### config.mk
export PLATFORM = sky130hd
export DESIGN_NAME = gnac_front_flat
export DESIGN_NICKNAME = d
export VERILOG_FILES = /design/src/design/gnac_pkg.sv /design/src/design/gnac_cmd_if.sv /design/src/design/gnac_front.sv /design/src/flat_wrapper.sv
export SDC_FILE = /design/constraint.sdc
export NUM_CORES = 1
export LEC_CHECK = 0
export BUFFER_PORTS_ARGS = -buffer_cell sky130_fd_sc_hd__buf_4
export CELL_PAD_IN_SITES_DETAIL_PLACEMENT = 1
export CELL_PAD_IN_SITES_GLOBAL_PLACEMENT = 2
export CORE_AREA = 8 8 153 155
export CTS_CLUSTER_DIAMETER = 50
export CTS_CLUSTER_SIZE = 10
export DETAILED_ROUTE_END_ITERATION = 10
export DIE_AREA = 0 0 161 163
export PLACE_DENSITY = 0.79
export SYNTH_ARGS = -nofsm -noshare
export SYNTH_HDL_FRONTEND = slang
export SYNTH_SLANG_ARGS = --single-unit
### constraint.sdc
create_clock -name clk -period 6.81 [get_ports clk]
set_clock_uncertainty 0.1 [all_clocks]
set_input_delay 1.7025 -clock clk [delete_from_list [all_inputs] [get_ports clk]]
set_output_delay 1.7025 -clock clk [all_outputs]
set_load 0.02 [all_outputs]
### src/design/gnac_pkg.sv
package gnac_pkg;

    localparam int COORD_W = 24;
    localparam int VAL_W   = 20;
    localparam int COLOR_W = 8;
    localparam int BOUND_W = 25;
    localparam int DIST_W  = 51;

    localparam logic [DIST_W-1:0] LIMIT_SQ  = 51'd104857600000000;
    localparam logic [20:0]       DIV7_MUL  = 21'd1198373;
    localparam int                DIV7_SHIFT = 23;
    localparam logic signed [20:0] ONE_Q12  = 21'sd4096;

    typedef enum logic [1:0] {
        OP_CLEAR = 2'd0,
        OP_LOAD  = 2'd1,
        OP_BUILD = 2'd2,
        OP_QUERY = 2'd3
    } op_t;

    typedef struct packed {
        op_t                        op;
        logic signed [COORD_W-1:0]  x;
        logic signed [COORD_W-1:0]  y;
        logic signed [COORD_W-1:0]  z;
        logic signed [VAL_W-1:0]    val;
    } cmd_t;

    typedef struct packed {
        logic [COLOR_W-1:0] r;
        logic [COLOR_W-1:0] g;
        logic [COLOR_W-1:0] b;
    } rgb_t;

    function automatic logic [COLOR_W-1:0] chan(input logic signed [20:0] c);
        logic [12:0] cc;
        logic [20:0] p;
        begin
            if (c < 0)
                cc = 13'd0;
            else if (c > ONE_Q12)
                cc = 13'd4096;
            else
                cc = c[12:0];
            p = 21'(cc) * 21'd255 + 21'd2048;
            chan = p[19:12];
        end
    endfunction

    function automatic rgb_t color_of(input logic signed [VAL_W-1:0] v);
        rgb_t o;
        logic signed [20:0] ve;
        begin
            ve = 21'(v);
            if (v < 0)
            begin
                o.b = 8'd255;
                o.r = chan(ONE_Q12 + ve);
                o.g = o.r;
            end
            else if (v > 0)
            begin
                o.r = 8'd255;
                o.g = chan(ONE_Q12 - ve);
                o.b = o.g;
            end
            else
            begin
                o.r = 8'd255;
                o.g = 8'd255;
                o.b = 8'd255;
            end
            color_of = o;
        end
    endfunction

endpackage

### src/design/gnac_cmd_if.sv
interface gnac_cmd_if;
    logic               valid;
    logic               ready;
    logic [1:0]         opcode;
    logic signed [23:0] coord_x;
    logic signed [23:0] coord_y;
    logic signed [23:0] coord_z;
    logic signed [19:0] atom_value;

    modport source(output valid, opcode, coord_x, coord_y, coord_z, atom_value, input ready);
    modport sink(input valid, opcode, coord_x, coord_y, coord_z, atom_value, output ready);
endinterface

### src/design/gnac_front.sv
module gnac_front (
    input  logic           clk,
    input  logic           rst_n,
    gnac_cmd_if.sink       cmd,
    output logic           q_valid,
    output gnac_pkg::cmd_t q_cmd,
    input  logic           q_pop
);
    import gnac_pkg::*;

    cmd_t       ent_reg [2];
    logic       wp_reg;
    logic       rp_reg;
    logic [1:0] cnt_reg;
    logic [1:0] cnt_next;
    logic       push;
    cmd_t       beat;

    assign cmd.ready = (cnt_reg != 2'd2);
    assign push      = cmd.valid && cmd.ready;
    assign q_valid   = (cnt_reg != 2'd0);
    assign q_cmd     = ent_reg[rp_reg];

    // classify the beat
    always_comb
    begin
        beat.op  = op_t'(cmd.opcode);
        beat.x   = cmd.coord_x;
        beat.y   = cmd.coord_y;
        beat.z   = cmd.coord_z;
        beat.val = cmd.atom_value;
    end

    always_comb
    begin
        cnt_next = cnt_reg;
        if (push && !q_pop)
            cnt_next = cnt_reg + 2'd1;
        else if (!push && q_pop)
            cnt_next = cnt_reg - 2'd1;
    end

    always_ff @(posedge clk or negedge rst_n)
    begin
        if (!rst_n)
        begin
            wp_reg  <= 1'b0;
            rp_reg  <= 1'b0;
            cnt_reg <= 2'd0;
        end
        else
        begin
            cnt_reg <= cnt_next;
            if (push)
                wp_reg <= ~wp_reg;
            if (q_pop)
                rp_reg <= ~rp_reg;
        end
    end

    always_ff @(posedge clk)
    begin
        if (push)
            ent_reg[wp_reg] <= beat;
    end

endmodule

### src/flat_wrapper.sv
// flat-port wrapper written by rule: the top's interface ports become plain ports
module gnac_front_flat import gnac_pkg::*;
  (clk, rst_n, q_valid, q_cmd, q_pop, cmd_valid, cmd_opcode, cmd_coord_x, cmd_coord_y, cmd_coord_z, cmd_atom_value, cmd_ready);
  gnac_cmd_if cmd_i ();
  input  logic clk;
  input  logic rst_n;
  output logic q_valid;
  output gnac_pkg::cmd_t q_cmd;
  input  logic q_pop;
  input wire logic [$bits(cmd_i.valid)-1:0] cmd_valid;
  input wire logic [$bits(cmd_i.opcode)-1:0] cmd_opcode;
  input wire logic [$bits(cmd_i.coord_x)-1:0] cmd_coord_x;
  input wire logic [$bits(cmd_i.coord_y)-1:0] cmd_coord_y;
  input wire logic [$bits(cmd_i.coord_z)-1:0] cmd_coord_z;
  input wire logic [$bits(cmd_i.atom_value)-1:0] cmd_atom_value;
  output wire logic [$bits(cmd_i.ready)-1:0] cmd_ready;
  assign cmd_i.valid = cmd_valid;
  assign cmd_i.opcode = cmd_opcode;
  assign cmd_i.coord_x = cmd_coord_x;
  assign cmd_i.coord_y = cmd_coord_y;
  assign cmd_i.coord_z = cmd_coord_z;
  assign cmd_i.atom_value = cmd_atom_value;
  assign cmd_ready = cmd_i.ready;
  gnac_front u_core (.clk(clk), .rst_n(rst_n), .cmd(cmd_i), .q_valid(q_valid), .q_cmd(q_cmd), .q_pop(q_pop));
endmodule
Word-level counts from Yosys, hierarchy flattened
Memory sizes are Yosys's and may differ from the RTL's.
Cells that the tools add are included.
{ "totals": {"memories": 1, "reg_bits": 4, "in_bits": 98, "elab_cells": 20, "ram_bits": 188, "rom_bits": 0, "latch_bits": 0} }
{ "classes": {"add_sub_neg": 2, "n_shift": 0, "n_eq_ne": 1, "n_lt_le_gt_ge": 0, "n_mul": 0, "bitwise": 2, "muxes": 4, "div_mod_pow": 0, "n_reduce_logical": 7} }
{ "memory_table": {"columns": ["name", "depth", "word_bits", "rd", "rd_ports_with_merged_regs", "wr", "line_no", "text"], "rows": [
  ["u_core.ent_reg", 2, 94, 1, 0, 1, "gnac_front.sv:11", "cmd_t ent_reg [2];"]
]} }
{ "op_table": {"columns": ["cell", "n"], "rows": [
  ["2-bit two-way mux", 2],
  ["2-bit nonzero test", 2],
  ["1-bit logical AND", 3],
  ["2-bit by 1-bit adder with 2-bit output (second input constant)", 1],
  ["1-bit zero test", 2],
  ["1-bit two-way mux", 2],
  ["2-bit inequality test (second input constant)", 1],
  ["1-bit inverter", 2],
  ["2-bit by 1-bit subtractor with 2-bit output (second input constant)", 1]
]} }

Depth between registers and ports, before layout
Gate-level depths: netlist of the first run.
{ "depth": {"word_depth": 6, "depth_mapped": 7} }

Worst setup path before layout of the first run
Ideal clock, no wire load.
{ "synth_timing": {"kind": "input -> register", "from": "input cmd_valid", "to": "memory u_core.ent_reg[0][0] in the netlist's numbering, enable pin", "stages": 2, "setup_slack_ns": 0.449, "required_ns": 6.162, "setup_time_ns": 0.548, "path_buffers": 0, "t_arrival_ns": 5.714, "path_cell_list": "nand2_1 -> nor2_1"} }
{ "synth_between": {"elab_chain_len": 3} }
{ "synth_lines": {"columns": ["item", "line_no", "text"], "rows": [
  ["start, declared", "flat_wrapper.sv:10", "input wire logic [$bits(cmd_i.valid)-1:0] cmd_valid;"],
  ["1-bit logical AND", "gnac_front.sv:20", "assign push = cmd.valid && cmd.ready;"],
  ["1-bit two-way mux", "gnac_front.sv:63", "if (push)"],
  ["1-bit two-way mux (not written as such)", "gnac_front.sv:64", "ent_reg[wp_reg] <= beat;"],
  ["end, declared", "gnac_front.sv:11", null]
]} }
Every way passes these cells.

==> results, run 1 <==
- The worst register-to-register path begins at u_core.cnt_reg[0]$_DFFE_PN0P_.
- The standard cell core area is 20800 µm².
- The detailed router put a total of 6.51 mm of wire on met1.
- The sum of negative setup slack is 0 ps.
- The start-to-end type of the worst setup path is reg -> out.
- The initial antenna violation count is 0.
- The number of inserted filler cells in the final layout is 1998.
- The tree is rooted in a clkbuf_16.
- The number of flip-flops under the largest register name is 188.
- The setup-violating endpoint count in the final report is 0.
- The first global-routing pass estimated 23.7 mm of wire.
- The sequential share of the synthesized area is 79.9%.
- The startpoint class of the critical path is a register.
- After detailed routing, the number of remaining DRC violations is 0.
- The final hold violation count is 0.
- The top cell types in the final layout, fill and taps aside, are buf_4 (197), edfxtp_1 (188), mux2_4 (50).
- After clock tree synthesis, the clock-pin slew on the worst setup and hold paths is 60 ps.
- Once placement completed, the tool counted placed cells totaling 772.
- The HPWL after detailed placement is 10.9 mm.
- The critical-path cell with the highest stage delay is dfrtp_4.
- The via count of the first global-routing pass came to 4129.
- The flow ran to the end, and the final reports show no timing, DRC or antenna violations.
- The capturing point of the worst reg2reg path is u_core.ent_reg[1][72]$_DFFE_PP_.
- The length of the first detailed-routing pass in iterations is 4.
- The total count of max-transition violations in the final report is 0.
- Detailed routing placed a total of 7.66 mm of wire on met2.
- Traced cell by cell, the critical path runs through buf_4, mux2_2, buf_4.
- Entering global routing, the biggest net connects 70 pins.
- The chip width is 161 µm.
- 194 I/O pins were placed.
- The leading cell type in the layout, fill and taps excluded is buf_4.
- The maximum ir drop on the vdd rail is 172 µV.
- The average wire per standard cell is 19.2 µm.
- The largest single stage delay on the critical path is 1140 ps.
- The startpoint of the worst setup timing path is u_core.rp_reg$_DFFE_PN0P_.
- The end point of the worst hold path is u_core.cnt_reg[1]$_DFFE_PN0P_.
- The startpoint identified for the worst hold timing path is u_core.cnt_reg[1]$_DFFE_PN0P_.
- The insertion delay to the later sink of the worst-skew pair is 420 ps.
- The CTS buffer count is 17.
- The part of the cycle the worst path needs is 66.3%.
- The data arrival time of the worst path is 2710 ps.
- The die covers 26200 µm².
- In the post-synthesis netlist, the biggest area contributors are edfxtp_1 (79%), mux2_4 (10%), mux2_2 (6.9%).
- The count of vias placed by the detailed router is 3489.
- STA puts the critical path data required time at 5010 ps.
- The endpoint kind of the worst setup timing path is an output port.
- The count of nets left with antenna violations once routing finished came out at 0.
- The TritonCTS sink count is 192.
- The area share of the largest cell type after synthesis is 78.5%.
- The proportion of layout cells with a drive suffix above 1 is 61.4%.
- Setup repair after global routing left no endpoint under its margin.
- The routed length on met3 is 1.09 mm.
- The power density over the cells is 453 nW/µm².
- The clock period could shrink to 4520 ps.
- Based on the critical path, the design can be clocked at up to 221 MHz.
- The cell area that synthesis handed to floorplanning was 7190 µm².
- The number of antenna diodes in the final layout is 0.
- By instance count, the cell type seen most on the critical path is buf_4.
- The largest buffer count on any clock path is 2.
- The number of different library cells in the post-synthesis netlist is 16.
- The average cell area after synthesis is 23.1 µm².
- The CTS tree is done.
- The post-synthesis to final-layout area growth is 33.0%.
- The all-layer global routing usage is 11.9%.
- The count of buffers from port buffering is 193.
- Dividing the detail-routed via count by the number of cells gives 4.34.
- The max-capacitance violation count is 0.
- Final hold analysis gives a worst-case slack of 404 ps.
- The cts-stage hold buffer count is 0.
- Synthesis produced a netlist with a net count of 410.
- The maximum level of the CTS H-tree is 4.
- The count of instances resized after the clock tree is built is 0.
- The worst register-to-register path has a depth of 3.
- For this configuration, the core starts out at a cell density of 34.5%.
- The first-iteration detailed-routing DRC count is 123.
- After clock tree synthesis, the setup repair step added 0 buffers.
- The path class of the tightest hold or removal check is reg -> reg.
- The register-to-register setup slack is 4390 ps.
- The instance count along the most critical hold path is 1.
- At the end of routability-driven placement, the weighted congestion stood at 0.718.
- The height of the die is 163 µm.
- For the pin with the worst max-slew slack, the measured transition is 1090 ps.
- The floorplan has 53 rows.
- The worst pin sits at a relative slew slack of 27.5%.
- The number of nets in the layout is 615.
- The number of warnings issued by yosys is 0.
- The top fanout value on the critical path is 69.
- The cell taking the most area after synthesis is edfxtp_1.
- Excluding fillers, the count of instances in the completed layout stands at 803.
- In this run the static leakage power is 3.68 nW.
- The top layer reached by signal wires is met4.
- The sum of routed wire length over all layers is 15.5 mm.
- After synthesis the netlist holds a flip-flop and latch count of 192.
- The cell count after synthesis is 311.
- The total overflow left after global routing is 0.
[layer usage]
metal	vias to the layer above	track usage, %
met5	-	0
met4	0	3.91
met3	12	4.73
met2	125	20.0
met1	1722	13.6
li1	1630	-
[area by class of cell]
class	count	area, µm²	area share (%)
Clock inverter	13	208	2.17
Sequential cell	192	5750	60.1
Inverter	2	7.51	0.0785
Tap cell	275	344	3.60
Timing Repair Buffer	197	1480	15.5
Clock buffer	18	429	4.49
Multi-Input combinational cell	106	1350	14.1
[synth_stat cells (all sizes together)]
cell / n
and3: 1
buf: 11
dfrtp: 4
edfxtp: 188
ha: 1
inv: 2
mux2: 94
nand2: 1
nand2b: 1
nor2: 2
or2: 1
xnor2: 2
xor2: 3
[worst max path at each step]
stage                                                 to  slack, ps  cells past startpoint
after floorplan           u_core.ent_reg[0][0]$_DFFE_PP_        450                      2
after global placement                         q_cmd[93]       2720                      3
after detailed placement                       q_cmd[86]       2690                      3
after CTS                                      q_cmd[86]       2210                      3
after global routing                           q_cmd[86]       2110                      3
final                                          q_cmd[86]       2290                      3
[metrics by stage]
step / cell area (µm²) / worst slack, ps / utilization (%) / power, W
after floorplan: 7190 / 449 / - / 0.00275
after global placement: 8920 / 2720 / 42.9 / 0.00329
after detailed placement: 8920 / 2690 / 42.9 / 0.00333
after CTS: 9560 / 2210 / 45.9 / 0.00441
after global routing: 9560 / 2110 / 45.9 / 0.00453
final: 9560 / 2290 / 45.9 / 0.00433
[logic make-up (layout without fill, tap and decap cells)]
| family | count (synthesis) | count (layout) | share of synthesized area (%) |
|---|---|---|---|
| xor gates and xnor gates | 5 | 5 | 0.609 |
| buffers and inverters | 13 | 230 | 1.53 |
| and+or+nand+nor | 6 | 6 | 0.418 |
| adders and majority gates | 1 | 1 | 0.174 |
| muxes | 94 | 94 | 17.3 |
| DFF | 192 | 192 | 79.9 |
[worst max-delay path: cells and delay by family, from the launching register on]
kind                   cells  cell delay (ps)
buffers and inverters      2              720
flip-flops                 1             1140
multiplexers               1              390
[power by group]
part           switching, W  internal [W]
logic              0.000753      0.000725
registers          0.000164       0.00162
clock network      0.000422      0.000651
total               0.00134       0.00299
(Power assumes the default switching activity.)
==> run 2, diff against run 1 <==
--- a/config.mk
+++ b/config.mk
@@ -13,7 +13,7 @@
 export CTS_CLUSTER_SIZE = 10
 export DETAILED_ROUTE_END_ITERATION = 10
 export DIE_AREA = 0 0 161 163
-export PLACE_DENSITY = 0.79
+export PLACE_DENSITY = 0.82
 export SYNTH_ARGS = -nofsm -noshare
 export SYNTH_HDL_FRONTEND = slang
 export SYNTH_SLANG_ARGS = --single-unit
==> constraint.sdc (replaced) <==
create_clock -name clk -period 3.96 [get_ports clk]
set_clock_uncertainty 0.1 [all_clocks]
set_input_delay 0.99 -clock clk [delete_from_list [all_inputs] [get_ports clk]]
set_output_delay 0.99 -clock clk [all_outputs]
set_load 0.02 [all_outputs]
==> results, run 2 (synthesis gave the netlist of run 1 again) <==
- The area enclosed by the die boundary is 26200 µm² (unchanged).
- The setup-violating endpoint count in the final report is 0 (unchanged).
- The library cell used most frequently in the layout, excluding fill and tap cells, is buf_4.
- Dividing the final minimum period by the clock period gives 85.9%.
- The flow ran to the end, and the final reports show no timing, DRC or antenna violations.
- The pin count of the biggest net entering global routing came to 67 (-4.3%).
- The final hold violation count is 0 (unchanged).
- The count of instances resized after the clock tree is built was 0 (unchanged).
- The via count of the first global-routing pass is 3970 (-3.9%).
- The clock-pin slew on the worst setup and hold paths is 70 ps (about the same).
- The length of the first detailed-routing pass in iterations came to 5 (+1).
- The global-route wire length before repair is 23.0 mm (-3.1%).
- The proportion of layout cells with a drive suffix above 1 is 61.2% (-0.12 points).
- The largest buffer count on any clock path is 2 (unchanged).
- The HPWL after detailed placement is 10.6 mm (-2.7%).
- The diode insertion count for antenna repair is 0 (unchanged).
- The required time of the critical path is 2870 ps (-2140 ps).
- The number of routed nets with antenna violations is 0 (unchanged).
- The final cell utilization of the core was 46.1% (+0.15 points).
- The number of flip-flops under the largest register name is 188 (unchanged).
- The count of buffers from port buffering is 193 (unchanged).
- The start-to-end type of the worst setup path is reg -> out.
- The final cell count without fillers is 804 (+0.12%).
- The number of setup buffers added after CTS is 0 (unchanged).
- The total count of max-transition violations in the final report is 0 (unchanged).
- The global-route congestion overflow total is 0 (unchanged).
- The average wire per standard cell is 18.7 µm (-3.0%).
- The effective utilization at floorplan came to 34.5% (unchanged).
- Setup repair after global routing left no endpoint under its margin.
- The remaining max-slew budget at the tightest pin is 38.6% (+11 points).
- The TritonCTS sink count is 192 (unchanged).
- The count of boundary I/O pins is 194 (unchanged).
- The post-synthesis to final-layout area growth is 33.5%.
- The transition time of the tightest slew-check pin is 921 ps (-167 ps).
- The CTS buffer count came to 17 (unchanged).
- TritonCTS built the clock tree.
- In this run the worst hold path is classified as in -> async.
- The initial antenna violation count is 0 (unchanged).
- The first-iteration detailed-routing DRC count is 139 (+13%).
- The count of vias placed by the detailed router is 3515 (+0.75%).
- The height of the die is 163 µm (unchanged).
- The via density per instance is 4.37 (+0.62%).
- The maximum ir drop on the vdd rail is 455 µV (+160%).
- The cts-stage hold buffer count came to 0 (unchanged).
- The cell count after placement is 773 (+0.13%).
- Static timing analysis puts the maximum clock frequency at 294 MHz.
- The all-layer global routing usage is 11.3% (-0.52 points).
- The clock root buffer is clkbuf_16.
- The startpoint class of the critical path is a register.
- The top fanout value on the critical path was 44 (-36%).
- The maximum level of the CTS H-tree is 4 (unchanged).
- The standard cell core area came to 20800 µm² (unchanged).
- The leakage power of the design is 3.70 nW (+0.61%).
- The data arrival time of the worst path is 2310 ps (-400 ps).
- The top cell types in the final layout, fill and taps aside, are buf_4 (196), edfxtp_1 (188), mux2_4 (50).
- The smallest clock period supported by the final layout is computed as 3400 ps.
- The insertion delay to the later sink of the worst-skew pair came to 410 ps (about the same).
- The number of remaining DRC errors is 0 (unchanged).
- The sum of negative setup slack is 0 ps (unchanged).
- The number of rows in the core area is 53 (unchanged).
- The sum of routed wire length over all layers is 15.0 mm (-2.9%).
- The power density over the cells is 777 nW/µm² (+72%).
- The number of nets in the layout was 616 (+0.16%).
- The endpoint kind of the worst setup timing path is an output port.
- The max-capacitance violation count came to 0 (unchanged).
- The chip width is 161 µm (unchanged).
- The last weighted congestion value of the routability-driven placer is 0.701 (-2.5%).
run 2: power breakdown:
group          total (W)  internal (W)  switching, W
sequential       0.00300       0.00278      0.000214
combinational    0.00262       0.00126       0.00136
clock            0.00184       0.00112      0.000713
run 2: final cells by class:
class	instances	area, µm²
clock buffer	18	429
timing repair buffer	198	1510
tap	275	344
clock inverter	13	206
fill	1974	11200
sequential	192	5750
multi-input combinational	106	1350
inverter	2	7.51
run 2: worst paths after layout:
| kind | startpoint | end | slack [ps] | cells past startpoint |
|---|---|---|---|---|
| hold reg to reg | u_core.cnt_reg[1]$_DFFE_PN0P_ | u_core.cnt_reg[1]$_DFFE_PN0P_ | 390 | 1 |
| hold / removal | rst_n | u_core.wp_reg$_DFFE_PN0N_ | 270 | 1 |
| max in group asynchronous | rst_n | u_core.rp_reg$_DFFE_PN0P_ | 3370 | 1 |
| setup / recovery | u_core.rp_reg$_DFFE_PN0P_ | q_cmd[6] | 560 | 3 |
| setup reg to reg | u_core.cnt_reg[0]$_DFFE_PN0P_ | u_core.ent_reg[1][34]$_DFFE_PP_ | 1880 | 3 |
| min in group clk | u_core.cnt_reg[1]$_DFFE_PN0P_ | u_core.cnt_reg[1]$_DFFE_PN0P_ | 390 | 1 |
run 2: worst max-delay path, stage by stage (launching register included):
cell and delay (ps):
dfrtp_4 880, buf_4 450, mux2_2 390, buf_4 160
run 2: through the flow:
stage               worst slack (ps)  total power (W)  area [µm²]  hold slack [ps]
floorplan                        188          0.00471        7200              356
global placement                 978          0.00567        8960              376
detailed placement               927          0.00574        8960              384
CTS                              474          0.00760        9590              240
global route                     406          0.00780        9590              235
finish                           558          0.00745        9590              265
run 2: routing by layer:
layer / track usage (%) / up-vias / share of wire, %
li1: - / 1633 / -
met1: 13.2 / 1756 / 42
met2: 19.0 / 119 / 50
met3: 5.08 / 7 / 7.7
met4: 2.40 / 0 / 0.58
met5: 0 / - / 0
